<file path="src/hdl/glzw_pkg.sv">
// Shared types, constants and helpers for the GIF LZW encoder.
package glzw_pkg;

    // Fixed field widths
    localparam int CODE_W  = 12;
    localparam int BITS_W  = 4;
    localparam int PIX_W   = 8;
    localparam int SIZE_W  = 4;
    // Generation tag carried by every hash slot
    localparam int EPOCH_W = 6;
    // Legal range of the symbol size
    localparam int SIZE_LO = 2;
    localparam int SIZE_HI = 8;

    // Commands from the controller to the datapath
    typedef struct packed {
        logic capture;      // load the accepted request
        logic wipe;         // write one cleared slot, advance sweep counter
        logic open;         // start an image: latch size, reset prefix, size the flush
        logic flush;        // reset code counter and width, new slot generation
        logic emit_clear;   // send the clear code
        logic take_pixel;   // pixel becomes the prefix
        logic probe_first;  // read the slot at the hash of (prefix, pixel)
        logic probe_step;   // read the following slot
        logic hit;          // matched slot code becomes the prefix
        logic emit_data;    // send the prefix code, advance the code counter
        logic insert;       // with emit_data: enter the pair, pixel becomes prefix
        logic emit_end;     // send the end code and close the image
    } glzw_cmd_t;

    // Status from the datapath to the controller
    typedef struct packed {
        logic emit_ok;      // output register can take a code
        logic started;      // image is open
        logic held;         // a prefix is held
        logic last;         // request marks the final pixel
        logic slot_empty;   // probed slot is free in this generation
        logic slot_match;   // probed slot holds (prefix, pixel)
        logic full;         // next data code triggers a clear
        logic epoch_last;   // next flush wraps the generation tag
        logic wipe_done;    // sweep counter at the final slot
    } glzw_stat_t;

    // Saturate the symbol size into its legal range
    function automatic logic [SIZE_W-1:0] clamp_size(input logic [SIZE_W-1:0] v);
        logic [SIZE_W-1:0] r;
        r = v;
        if (v < SIZE_W'(SIZE_LO))
            r = SIZE_W'(SIZE_LO);
        else if (v > SIZE_W'(SIZE_HI))
            r = SIZE_W'(SIZE_HI);
        return r;
    endfunction

endpackage

</file>
<file path="src/hdl/glzw_ctrl.sv">
// Controller state machine of the GIF LZW encoder.
module glzw_ctrl (
    input  logic                  clk,
    input  logic                  rst_n,
    input  logic                  in_valid,
    output logic                  in_ready,
    input  glzw_pkg::glzw_stat_t  stat,
    output glzw_pkg::glzw_cmd_t   cmd
);

    typedef enum logic [9:0] {
        S_WIPE     = 10'b0000000001,
        S_IDLE     = 10'b0000000010,
        S_OPEN     = 10'b0000000100,
        S_OPEN_CLR = 10'b0000001000,
        S_PIX      = 10'b0000010000,
        S_PROBE    = 10'b0000100000,
        S_MISS     = 10'b0001000000,
        S_LAST     = 10'b0010000000,
        S_FULL     = 10'b0100000000,
        S_END      = 10'b1000000000
    } state_t;

    state_t state_reg, state_next;
    state_t resume_reg, resume_next;
    logic   phase_reg, phase_next;     // 1 while the closing data code is out
    state_t post_state;

    assign in_ready = (state_reg == S_IDLE);

    // Where to go once a dictionary-full clear code has gone out
    always_comb
    begin
        if (phase_reg)
            post_state = S_END;
        else if (stat.last)
            post_state = S_LAST;
        else
            post_state = S_IDLE;
    end

    // Sequence one request
    always_comb
    begin
        cmd         = '0;
        state_next  = state_reg;
        resume_next = resume_reg;
        phase_next  = phase_reg;
        case (state_reg)
            S_WIPE:
            begin
                cmd.wipe = 1'b1;
                if (stat.wipe_done)
                    state_next = resume_reg;
            end
            S_IDLE:
            begin
                if (in_valid)
                begin
                    cmd.capture = 1'b1;
                    state_next  = stat.started ? S_PIX : S_OPEN;
                end
            end
            S_OPEN:
            begin
                cmd.open  = 1'b1;
                cmd.flush = 1'b1;
                if (stat.epoch_last)
                begin
                    state_next  = S_WIPE;
                    resume_next = S_OPEN_CLR;
                end
                else
                begin
                    state_next = S_OPEN_CLR;
                end
            end
            S_OPEN_CLR:
            begin
                if (stat.emit_ok)
                begin
                    cmd.emit_clear = 1'b1;
                    state_next     = S_PIX;
                end
            end
            S_PIX:
            begin
                if (!stat.held)
                begin
                    cmd.take_pixel = 1'b1;
                    state_next     = stat.last ? S_LAST : S_IDLE;
                end
                else
                begin
                    cmd.probe_first = 1'b1;
                    state_next      = S_PROBE;
                end
            end
            S_PROBE:
            begin
                if (stat.slot_empty)
                begin
                    state_next = S_MISS;
                end
                else if (stat.slot_match)
                begin
                    cmd.hit    = 1'b1;
                    state_next = stat.last ? S_LAST : S_IDLE;
                end
                else
                begin
                    cmd.probe_step = 1'b1;
                end
            end
            S_MISS:
            begin
                if (stat.emit_ok)
                begin
                    cmd.emit_data = 1'b1;
                    cmd.insert    = 1'b1;
                    phase_next    = 1'b0;
                    if (stat.full)
                        state_next = S_FULL;
                    else
                        state_next = stat.last ? S_LAST : S_IDLE;
                end
            end
            S_LAST:
            begin
                if (stat.emit_ok)
                begin
                    cmd.emit_data = 1'b1;
                    phase_next    = 1'b1;
                    state_next    = stat.full ? S_FULL : S_END;
                end
            end
            S_FULL:
            begin
                if (stat.emit_ok)
                begin
                    cmd.emit_clear = 1'b1;
                    cmd.flush      = 1'b1;
                    if (stat.epoch_last)
                    begin
                        state_next  = S_WIPE;
                        resume_next = post_state;
                    end
                    else
                    begin
                        state_next = post_state;
                    end
                end
            end
            S_END:
            begin
                if (stat.emit_ok)
                begin
                    cmd.emit_end = 1'b1;
                    state_next   = S_IDLE;
                end
            end
            default:
            begin
                state_next = S_IDLE;
            end
        endcase
    end

    // Hold control state; sweep the slot memory after reset
    always_ff @(posedge clk or negedge rst_n)
    begin
        if (!rst_n)
        begin
            state_reg  <= S_WIPE;
            resume_reg <= S_IDLE;
            phase_reg  <= 1'b0;
        end
        else
        begin
            state_reg  <= state_next;
            resume_reg <= resume_next;
            phase_reg  <= phase_next;
        end
    end

endmodule

</file>
<file path="config.mk">
export PLATFORM = sky130hd
export DESIGN_NAME = glzw_ctrl
export DESIGN_NICKNAME = d
export VERILOG_FILES = /design/src/hdl/glzw_pkg.sv /design/src/hdl/glzw_ctrl.sv
export SDC_FILE = /design/constraint.sdc
export NUM_CORES = 1
export LEC_CHECK = 0
export BUFFER_PORTS_ARGS = -buffer_cell sky130_fd_sc_hd__buf_2
export CAP_MARGIN = 20
export CORE_MARGIN = 10
export CORE_UTILIZATION = 57
export CTS_CLUSTER_SIZE = 16
export DETAILED_ROUTE_END_ITERATION = 16
export PLACE_DENSITY_LB_ADDON = 0.1
export REMOVE_ABC_BUFFERS = 1
export SLEW_MARGIN = 20
export SYNTH_ARGS = -nofsm -noshare
export SYNTH_HDL_FRONTEND = slang
export SYNTH_SLANG_ARGS = --single-unit
</file>
<file path="constraint.sdc">
create_clock -name clk -period 3.8 [get_ports clk]
set_clock_uncertainty 0.1 [all_clocks]
set_input_delay 0.38 -clock clk [delete_from_list [all_inputs] [get_ports clk]]
set_output_delay 0.38 -clock clk [all_outputs]
set_load 0.05 [all_outputs]
</file>
======== Word level (Yosys, flattened, before mapping) ========
Index checks and enable logic that the tools add are counted.
storage, ports and cells
  register bits after elaboration ......... 21
  bits of input ports ..................... 12
  word-level logic and storage cells ...... 71
cells by class
  equal/unequal tests ..................... 20
  mux-type cells .......................... 43
  reductions and logical operators ........ 5
operators by type and width
  cell                  count
  $mux 10               17
  $pmux 10 s10          1
  $pmux 10 s2           1
  $ne 2x2->1 const B    9
  $mux 1                13
  $eq 10x1->1 const B   1
  $eq 10x10->1 const B  1
  $eq 10x2->1 const B   1
  $eq 10x3->1 const B   1
  $eq 10x4->1 const B   1
  $eq 10x5->1 const B   1
  $eq 10x6->1 const B   1
  $eq 10x7->1 const B   1
  $eq 10x8->1 const B   1
  $eq 10x9->1 const B   1
  $mux 2                4
  $mux 8                1
  $pmux 1 s2            4
  $reduce_and 8->1      1
  $mux 5                1
  $mux 4                1
  $reduce_and 4->1      1
  $reduce_bool 2->1     2
  $ne 3x3->1 const B    1
  $reduce_and 3->1      1

======== Depth between registers and ports, before layout ========
Gate-level depths: netlist of the first run.
  word-level depth ........................ 5
  mapped depth ............................ 7
  mapped depth without buffers ............ 5

======== Least setup slack after synthesis of the first run ========
OpenSTA, ideal clock, no wires.
  path type ............................... reg-to-output
  start point ............................. reg state_reg[2]
  end point ............................... out cmd[1] (netlist name)
  arrival ................................. 2737 ps
  data required time ...................... 3320 ps
  setup slack ............................. 583 ps
  stages on the path, launching flop included .. 6
  buffers on the path ..................... 1
  path through ............................ dfrtp_1 clkbuf_1 or4_1 nor4b_2 nand2_1 nor3b_1
RTL lines
  element                 RTL line          RTL
  start, declared         glzw_ctrl.sv:24   state_t state_reg, state_next;
  start signal, assigned  glzw_ctrl.sv:180  state_reg <= state_next;
  end, declared           glzw_ctrl.sv:8    output glzw_pkg::glzw_cmd_t cmd

==> results of run 1 <==
==> power breakdown <==
group	total (mW)	switching (mW)	leakage [nW]	internal, mW
Clock	0.0917	0.0510	0.0150	0.0406
Sequential	0.251	0.0597	0.189	0.191
Combinational	0.397	0.249	0.405	0.148
==> per-layer routing <==
metal	vias up	share of wire, %	GRT usage [%]
met5	-	0	0
met1	573	43	19.9
met4	0	1.4	5.35
met2	40	47	22.8
li1	559	-	-
met3	6	7.9	4.81
==> through the flow <==
stage | util (%) | hold WS (ns)
after global routing | 66.6 | 0.158
after CTS | 66.6 | 0.165
after detailed placement | 64.8 | 0.210
after global placement | 64.8 | 0.205
after floorplan | - | -0.0156
final | 66.6 | 0.166
==> logic make-up after synthesis <==
| logic type | share of synthesized area, % |
|---|---|
| buffers and inverters | 6.64 |
| AO/OA/AOI/OAI | 18.9 |
| AND/OR/NAND/NOR | 36.2 |
| XOR/XNOR | 3.05 |
| flip-flops | 32.9 |
| multiplexers | 2.28 |
==> cell usage after synthesis (4+ instances only) <==
cell type,number
nor4b_1,5
nand3_1,4
a31oi_1,5
o21ai_0,9
nor2_1,13
dfrtp_1,13
nand2_1,5
nor3b_1,5
inv_1,8
clkbuf_1,10
nor4_1,5
nor3_1,5
==> worst paths after layout <==
path | from | to | slack (ns) | depth (start not counted)
max | state_reg[1] | cmd[1] | 0.87 | 5
min | stat[7] | state_reg[2] | 0.17 | 2
max reg2reg | state_reg[4] | state_reg[7] | 1.22 | 5
min reg2reg | resume_reg[1] | resume_reg[1] | 0.38 | 2
max in group asynchronous | rst_n | resume_reg[1] | 2.87 | 2
min in group asynchronous | rst_n | state_reg[5] | 0.42 | 2
==> worst reg2reg max path: stages (launching register included) <==
cell     delay [ns]
dfrtp_1        0.51
or4_1          0.69
or3_1          0.36
a221o_1        0.33
and2_4         0.20
mux2_4         0.29
==> cell type report <==
type                    instances  area share (%)
inverters                       8            2.32
repair buffers                 25            10.1
flip-flops and latches         15            29.2
clock buffers                   4            2.03
multi-input cells             106            53.8
well taps                      27            2.61
==> impl_metrics.ini, run 1 <==
[logic_synthesis]
synth_warnings = 0
synth_area_leader_cell = dfrtp_1
ys_seq_area_share_pct = 32.9
synth-edff-count = 0
yosys.cell_types.count = 46
synthCells = 141
synth_top_area_share_pct = 28.3
synth.area.top_cells = dfrtp_1, dfstp_2, nor2_1, o21ai_0, nor4b_1
netlist_area_mm2 = 0.00115
syn-mean-instance-area_um2 = 8.15
ys_ff_latch = 15
synthArstFlopShare_pct = 100
synth-main-ff-cell = dfrtp_1

[sta]
rsz0062_at_grt = no
setup_tns_ns = 0
worst-slew-pin-transition_ns = 0.579
final.min_clock_period_ns = 2.93
finalCritPeriodShare_pct = 77.0
setup_viol_count_final = 0
hold_viol = 0
fmax_ghz = 0.342
finalMaxSlewViolations = 0
slew_headroom_pct = 61.0
fin_ws_ns = 0.873

[clocking]
clkTransAtPathRegs_ns = 0.09
htree_levels = 1
cts_sinks = 15
clk_latency_ns = 0.28
cts-root-buf = clkbuf_4
cts_setup_buffers = 0
cts_buffers = 3
cts_tree = built
postCtsHoldBufs = 1
clock_path_buffers = 2
ctsResizeCount = 0

[detailed_routing]
first_pass_iters = 4
drt_iter0_drc = 65
drcViolationCount = 0
ant_nets = 0
wl_per_cell_um = 16.8
drt-total-wl_um = 3100
route.detailed.vias_per_inst = 6.37
vias = 1178

[die]
rows = 16
start_util_pct = 59.2
die_area_mm2 = 0.00421
pin_count = 25
die_height_um = 64.9
dieWidth_um = 64.9
core_mm2 = 0.00194

[grt]
first_global_vias = 1122
grt_usage_pct = 15.2
grt-ovfl-total = 0
grt_pass1_wl_um = 5260
grt_antenna_before_repair = 0
grt_max_degree = 16

[layout]
layout_common_cells = buf_2, nor2_1, dfrtp_1
largest_reg_flops = 10
fin_nets = 171
antenna_cells = 0
area_growth_pct = 12.5
final_common_cell = buf_2
seq_area_um2 = 378
layout.cells.non_filler = 185
design_area_mm2 = 0.00129
multi_input_area_um2 = 696
drive_above_1_share_pct = 23.4
nFillCells = 190

[worst_setup_path]
path_cells = or4_1 > nor4b_2 > nand2_1 > nor3b_1 > buf_2
crit_type = flop to output pin
crit_buf_inv = 1
critical_path_arrival_ns = 2.45
worstSetupStartpointType = flop
cp.required_ns = 3.32
crit_fanout = 12
cpPeakStageDelay_ns = 0.64
critPathCaptureType = output pin
cp_top_family = simple AND/OR/NAND/NOR gates
crit_slowest_cell = or4_1

[outcome]
status = finished clean

[place]
place_inst = 180
dpl_cell_area_mm2 = 0.00126
gp_congestion = 0.908
dp_slack_ns = 1.20
dpl.hpwl_um = 2370
numPortBuffers = 24

[min_path]
min_path_type = input pin to flop

[power]
total_power_mw = 0.739
power-per-cell-area_mw_per_mm2 = 571
ir_drop_uv = 445
leakagePower_nw = 0.609

[job]
max_cap_viol_count = 0
Note: power is estimated with default switching activity, not from simulation.
==> inputs of run 2 (changes only) <==
- CORE_UTILIZATION: 57 -> 53
- clock period: 3.8 -> 2.8 ns (I/O delays scaled with it)
==> impl_metrics.ini, run 2 (synthesis gave the netlist of run 1 again) <==
[outcome]
status = finished clean

[layout]
design_area_mm2 = 0.00137
antenna_cells = 0
final_core_util_pct = 67.8
area_growth_pct = 19.2
fin_nets = 179
multi_input_area_um2 = 708
layout_common_cells = buf_2, nor2_1, dfrtp_1
nFillCells = 184
layout.cells.non_filler = 193
drive_above_1_share_pct = 28.3
final_common_cell = buf_2
seq_area_um2 = 378
largest_reg_flops = 10

[sta]
fin_ws_ns = 0.149
finalCritPeriodShare_pct = 94.7
final.min_clock_period_ns = 2.65
setup_viol_count_final = 0
rsz0062_at_grt = no
hold_viol = 0
hold-worst-slack_ns = 0.0601
finalMaxSlewViolations = 0
slew_headroom_pct = 57.0
worst-slew-pin-transition_ns = 0.639
fmax_ghz = 0.377

[worst_setup_path]
crit_fanout = 10
path_cells = or4_4 > nor4b_4 > nand2_1 > nor3b_1 > clkbuf_4
crit_type = flop to output pin
cpPeakStageDelay_ns = 0.56
crit_slowest_cell = or4_4
cp_top_family = simple AND/OR/NAND/NOR gates
critical_path_arrival_ns = 2.27
worstSetupStartpointType = flop
crit_buf_inv = 1
critPathCaptureType = output pin
cp.required_ns = 2.42

[die]
die_area_mm2 = 0.00443
dieWidth_um = 66.6
die_height_um = 66.6
rows = 16
start_util_pct = 56.9
pin_count = 25
core_mm2 = 0.00202

[power]
power_frac_comb_pct = 61.2
leakagePower_nw = 0.662
swShare_pct = 47.3
power-per-cell-area_mw_per_mm2 = 788
power.internal_mw = 0.569
clkPwrFrac_pct = 11.4
net-switching-power_mw = 0.510
ir_drop_uv = 590
power_frac_seq_pct = 27.5

[clocking]
clkTransAtPathRegs_ns = 0.08
htree_levels = 1
clock_path_buffers = 2
cts_buffers = 3
cts_sinks = 15
cts-root-buf = clkbuf_4
cts_setup_buffers = 0
clk_latency_ns = 0.28
cts_tree = built

[grt]
grt_max_degree = 16
grt-ovfl-total = 0
grt_antenna_before_repair = 0
grt_usage_pct = 14.8
grt_pass1_wl_um = 5290
first_global_vias = 1120

[detailed_routing]
wl_met3_um = 317
first_pass_iters = 4
drt-total-wl_um = 3200
vias = 1220
drcViolationCount = 0
met2_length_um = 1570
wl_met1_um = 1260
wl_per_cell_um = 16.6
top_layer_used = met4
ant_nets = 0
drt_iter0_drc = 120
route.detailed.vias_per_inst = 6.32

[place]
gp_congestion = 0.979
dpl.hpwl_um = 2490
place_inst = 188
dp_slack_ns = 0.303
dpl_cell_area_mm2 = 0.00132
numPortBuffers = 24

[job]
max_cap_viol_count = 0

[min_path]
min_path_type = input pin to flop
-- run 2: changes by cell type in the layout (fill, tap and decap cells not counted) --
| cell | previous run | this run |
|---|---|---|
| or4_4 | 0 | 1 |
| clkinv_2 | 0 | 1 |
| clkbuf_4 | 3 | 4 |
| nor4b_4 | 0 | 1 |
| or4_1 | 3 | 2 |
| buf_4 | 0 | 8 |
| nor4b_2 | 1 | 0 |
| buf_2 | 24 | 23 |
| clkbuf_1 | 1 | 0 |
-- run 2: worst register-to-register path, cell delays in order, from the launching register on --
cell	delay, ns
dfrtp_1	0.38
or4_1	0.58
buf_4	0.19
or4_1	0.51
o21ai_0	0.15
a22oi_1	0.14
a31oi_1	0.23
-- run 2: final cells by class --
class	instances	area share, %
clock buffer	3	1.64
clock inverter	1	0.365
inverter	8	2.19
multi-input combinational	106	51.7
sequential	15	27.6
tap	27	2.47
timing repair buffer	33	14.1
-- run 2: final timing paths --
path                       slack (ns)           from            end  depth (start not counted)
max                              0.15   state_reg[2]         cmd[1]                          5
min                              0.06        stat[7]   state_reg[2]                          2
max reg2reg                      0.42   state_reg[4]   state_reg[1]                          6
min reg2reg                      0.38  resume_reg[1]  resume_reg[1]                          2
max in group asynchronous        1.97          rst_n   state_reg[0]                          2
min in group asynchronous        0.32          rst_n   state_reg[5]                          2
-- run 2: power by group through the flow --
| stage | Combinational [mW] | Sequential (mW) | Clock (mW) |
|---|---|---|---|
| 4_1_cts | 0.646 | 0.294 | 0.125 |
| 3_5_place_dp | 0.630 | 0.299 | 0 |
| 6_report | 0.660 | 0.296 | 0.123 |
| 5_1_grt | 0.718 | 0.300 | 0.135 |
| 2_1_floorplan | 0.420 | 0.321 | 0 |
| 3_3_place_gp | 0.627 | 0.296 | 0 |
-- run 2: through the flow --
step | power, mW | setup TNS [ns]
2_1_floorplan | 0.741 | -0.285
3_3_place_gp | 0.924 | 0
6_report | 1.08 | 0
4_1_cts | 1.07 | 0
3_5_place_dp | 0.929 | 0
5_1_grt | 1.15 | 0
-- run 2: repair_timing --
item	CTS	global route
resized for setup	1	2
hold endpoints to repair	13	0
hold buffers	1	0
endpoints found under the setup margin	1	1
-- run 2: metal layers --
metal,vias to the layer above,global-route usage (%)
met5,-,0
met4,0,3.14
met3,6,5.52
met2,56,24.5
met1,578,17.7
li1,580,-
==> inputs of run 3 (changes only) <==
- RECOVER_POWER: not set -> 100
- SETUP_SLACK_MARGIN: not set -> 0.1
==> impl_metrics.ini, run 3 (synthesis gave the netlist of run 1 again) <==
[die]
rows = 16
core_mm2 = 0.00202
die_height_um = 66.6
pin_count = 25
dieWidth_um = 66.6
die_area_mm2 = 0.00443
start_util_pct = 56.9

[power]
power_frac_seq_pct = 27.8
leakagePower_nw = 0.627
power.internal_mw = 0.557
power-per-cell-area_mw_per_mm2 = 787
net-switching-power_mw = 0.510
clkPwrFrac_pct = 11.5
power_frac_comb_pct = 60.7
swShare_pct = 47.8
ir_drop_uv = 590

[detailed_routing]
ant_nets = 0
drcViolationCount = 0
wl_per_cell_um = 16.6
drt-total-wl_um = 3210
first_pass_iters = 4
vias = 1207
drt_iter0_drc = 100
route.detailed.vias_per_inst = 6.25

[place]
dp_slack_ns = 0.303
numPortBuffers = 24
gp_congestion = 0.979
place_inst = 188
dpl.hpwl_um = 2490

[sta]
rsz0062_at_grt = no
hold_viol = 0
final.min_clock_period_ns = 2.63
setup_viol_count_final = 0
slew_headroom_pct = 44.0
finalCritPeriodShare_pct = 93.8
fmax_ghz = 0.381
fin_ws_ns = 0.175
finalMaxSlewViolations = 0
worst-slew-pin-transition_ns = 0.841

[clocking]
cts_buffers = 3
clock_path_buffers = 2
clkTransAtPathRegs_ns = 0.09
htree_levels = 1
clk_latency_ns = 0.29
cts_tree = built
cts-root-buf = clkbuf_4
cts_sinks = 15

[min_path]
min_path_type = input pin to flop

[worst_setup_path]
critical_path_arrival_ns = 2.25
crit_type = flop to output pin
crit_fanout = 10
cp.required_ns = 2.42
critPathCaptureType = output pin
worstSetupStartpointType = flop

[grt]
grt_usage_pct = 14.8
grt_antenna_before_repair = 0
grt_pass1_wl_um = 5290
grt-ovfl-total = 0
first_global_vias = 1120
grt_max_degree = 16

[outcome]
status = finished clean

[layout]
largest_reg_flops = 10
area_growth_pct = 18.0
drive_above_1_share_pct = 23.5
layout.cells.non_filler = 193
fin_nets = 179
antenna_cells = 0
layout_common_cells = nor2_1, dfrtp_1, buf_2

[job]
max_cap_viol_count = 0
==> run 3: cell count changes in the layout (fill, tap and decap cells not counted) <==
cell      previous run  this run
mux2_1               0         1
mux2_4               1         0
and2_0               0         2
and2_1               2         1
clkbuf_2             0         6
clkbuf_1             0         6
buf_2               23        11
and2_4               1         0
==> run 3: layout make-up <==
cell class              instances  area (um2)
clock inverters                 1        5.00
clock buffers                   3        22.5
multi-input cells             106         702
flip-flops and latches         15         378
fillers                       187         666
well taps                      27        33.8
repair buffers                 33         185
inverters                       8        30.0
==> run 3: power by group through the flow <==
stage / clock network [mW] / logic (mW) / registers, mW
after floorplan: 0 / 0.420 / 0.321
after global placement: 0 / 0.627 / 0.296
after detailed placement: 0 / 0.630 / 0.299
after CTS: 0.125 / 0.653 / 0.296
after global routing: 0.135 / 0.705 / 0.300
final: 0.123 / 0.648 / 0.297
==> run 3: worst max-delay path, cell delays in order (launching register included) <==
cell	delay (ns)
dfrtp_1	0.48
or4_4	0.56
nor4b_4	0.31
nand2_1	0.14
nor3b_1	0.18
buf_2	0.29
==> run 3: path summary, 6_finish.rpt <==
path,startpoint,endpoint,slack [ns],depth (start not counted)
min,stat[5],resume_reg[1],0.06,2
max reg2reg,state_reg[4],state_reg[7],0.35,5
max in group asynchronous,rst_n,state_reg[1],1.58,2
min in group asynchronous,rst_n,state_reg[5],0.50,2
max,state_reg[2],cmd[1],0.17,5
min reg2reg,resume_reg[1],resume_reg[1],0.38,2
==> run 3: what timing repair did <==
item | CTS | global route
pin swaps | 0 | 1
resized for setup | 3 | 1
buffers inserted | 0 | 0
setup endpoints to repair | 2 | 2
hold buffers | 1 | 0
hold endpoints to repair | 13 | 0
==> run 3: metal layers <==
metal  routed length, um  global-route usage [%]  vias up
met4                  61                    3.14        0
met1                1340                    17.7      574
met3                 239                    5.52        8
met2                1570                    24.5       49
li1                    -                       -      576
met5                   0                       0        -
==> run 3: per-stage QoR <==
step                      hold slack, ns  utilization [%]  setup TNS (ns)  cell area (um2)  total power, mW
final                             0.0603             67.1               0             1360             1.07
after global routing              0.0540             67.1               0             1360             1.14
after CTS                         0.0594             67.8               0             1370             1.07
after detailed placement           0.106             65.2               0             1320            0.929
after global placement             0.113             65.2               0             1320            0.924
after floorplan                   -0.116                -          -0.285             1100            0.741
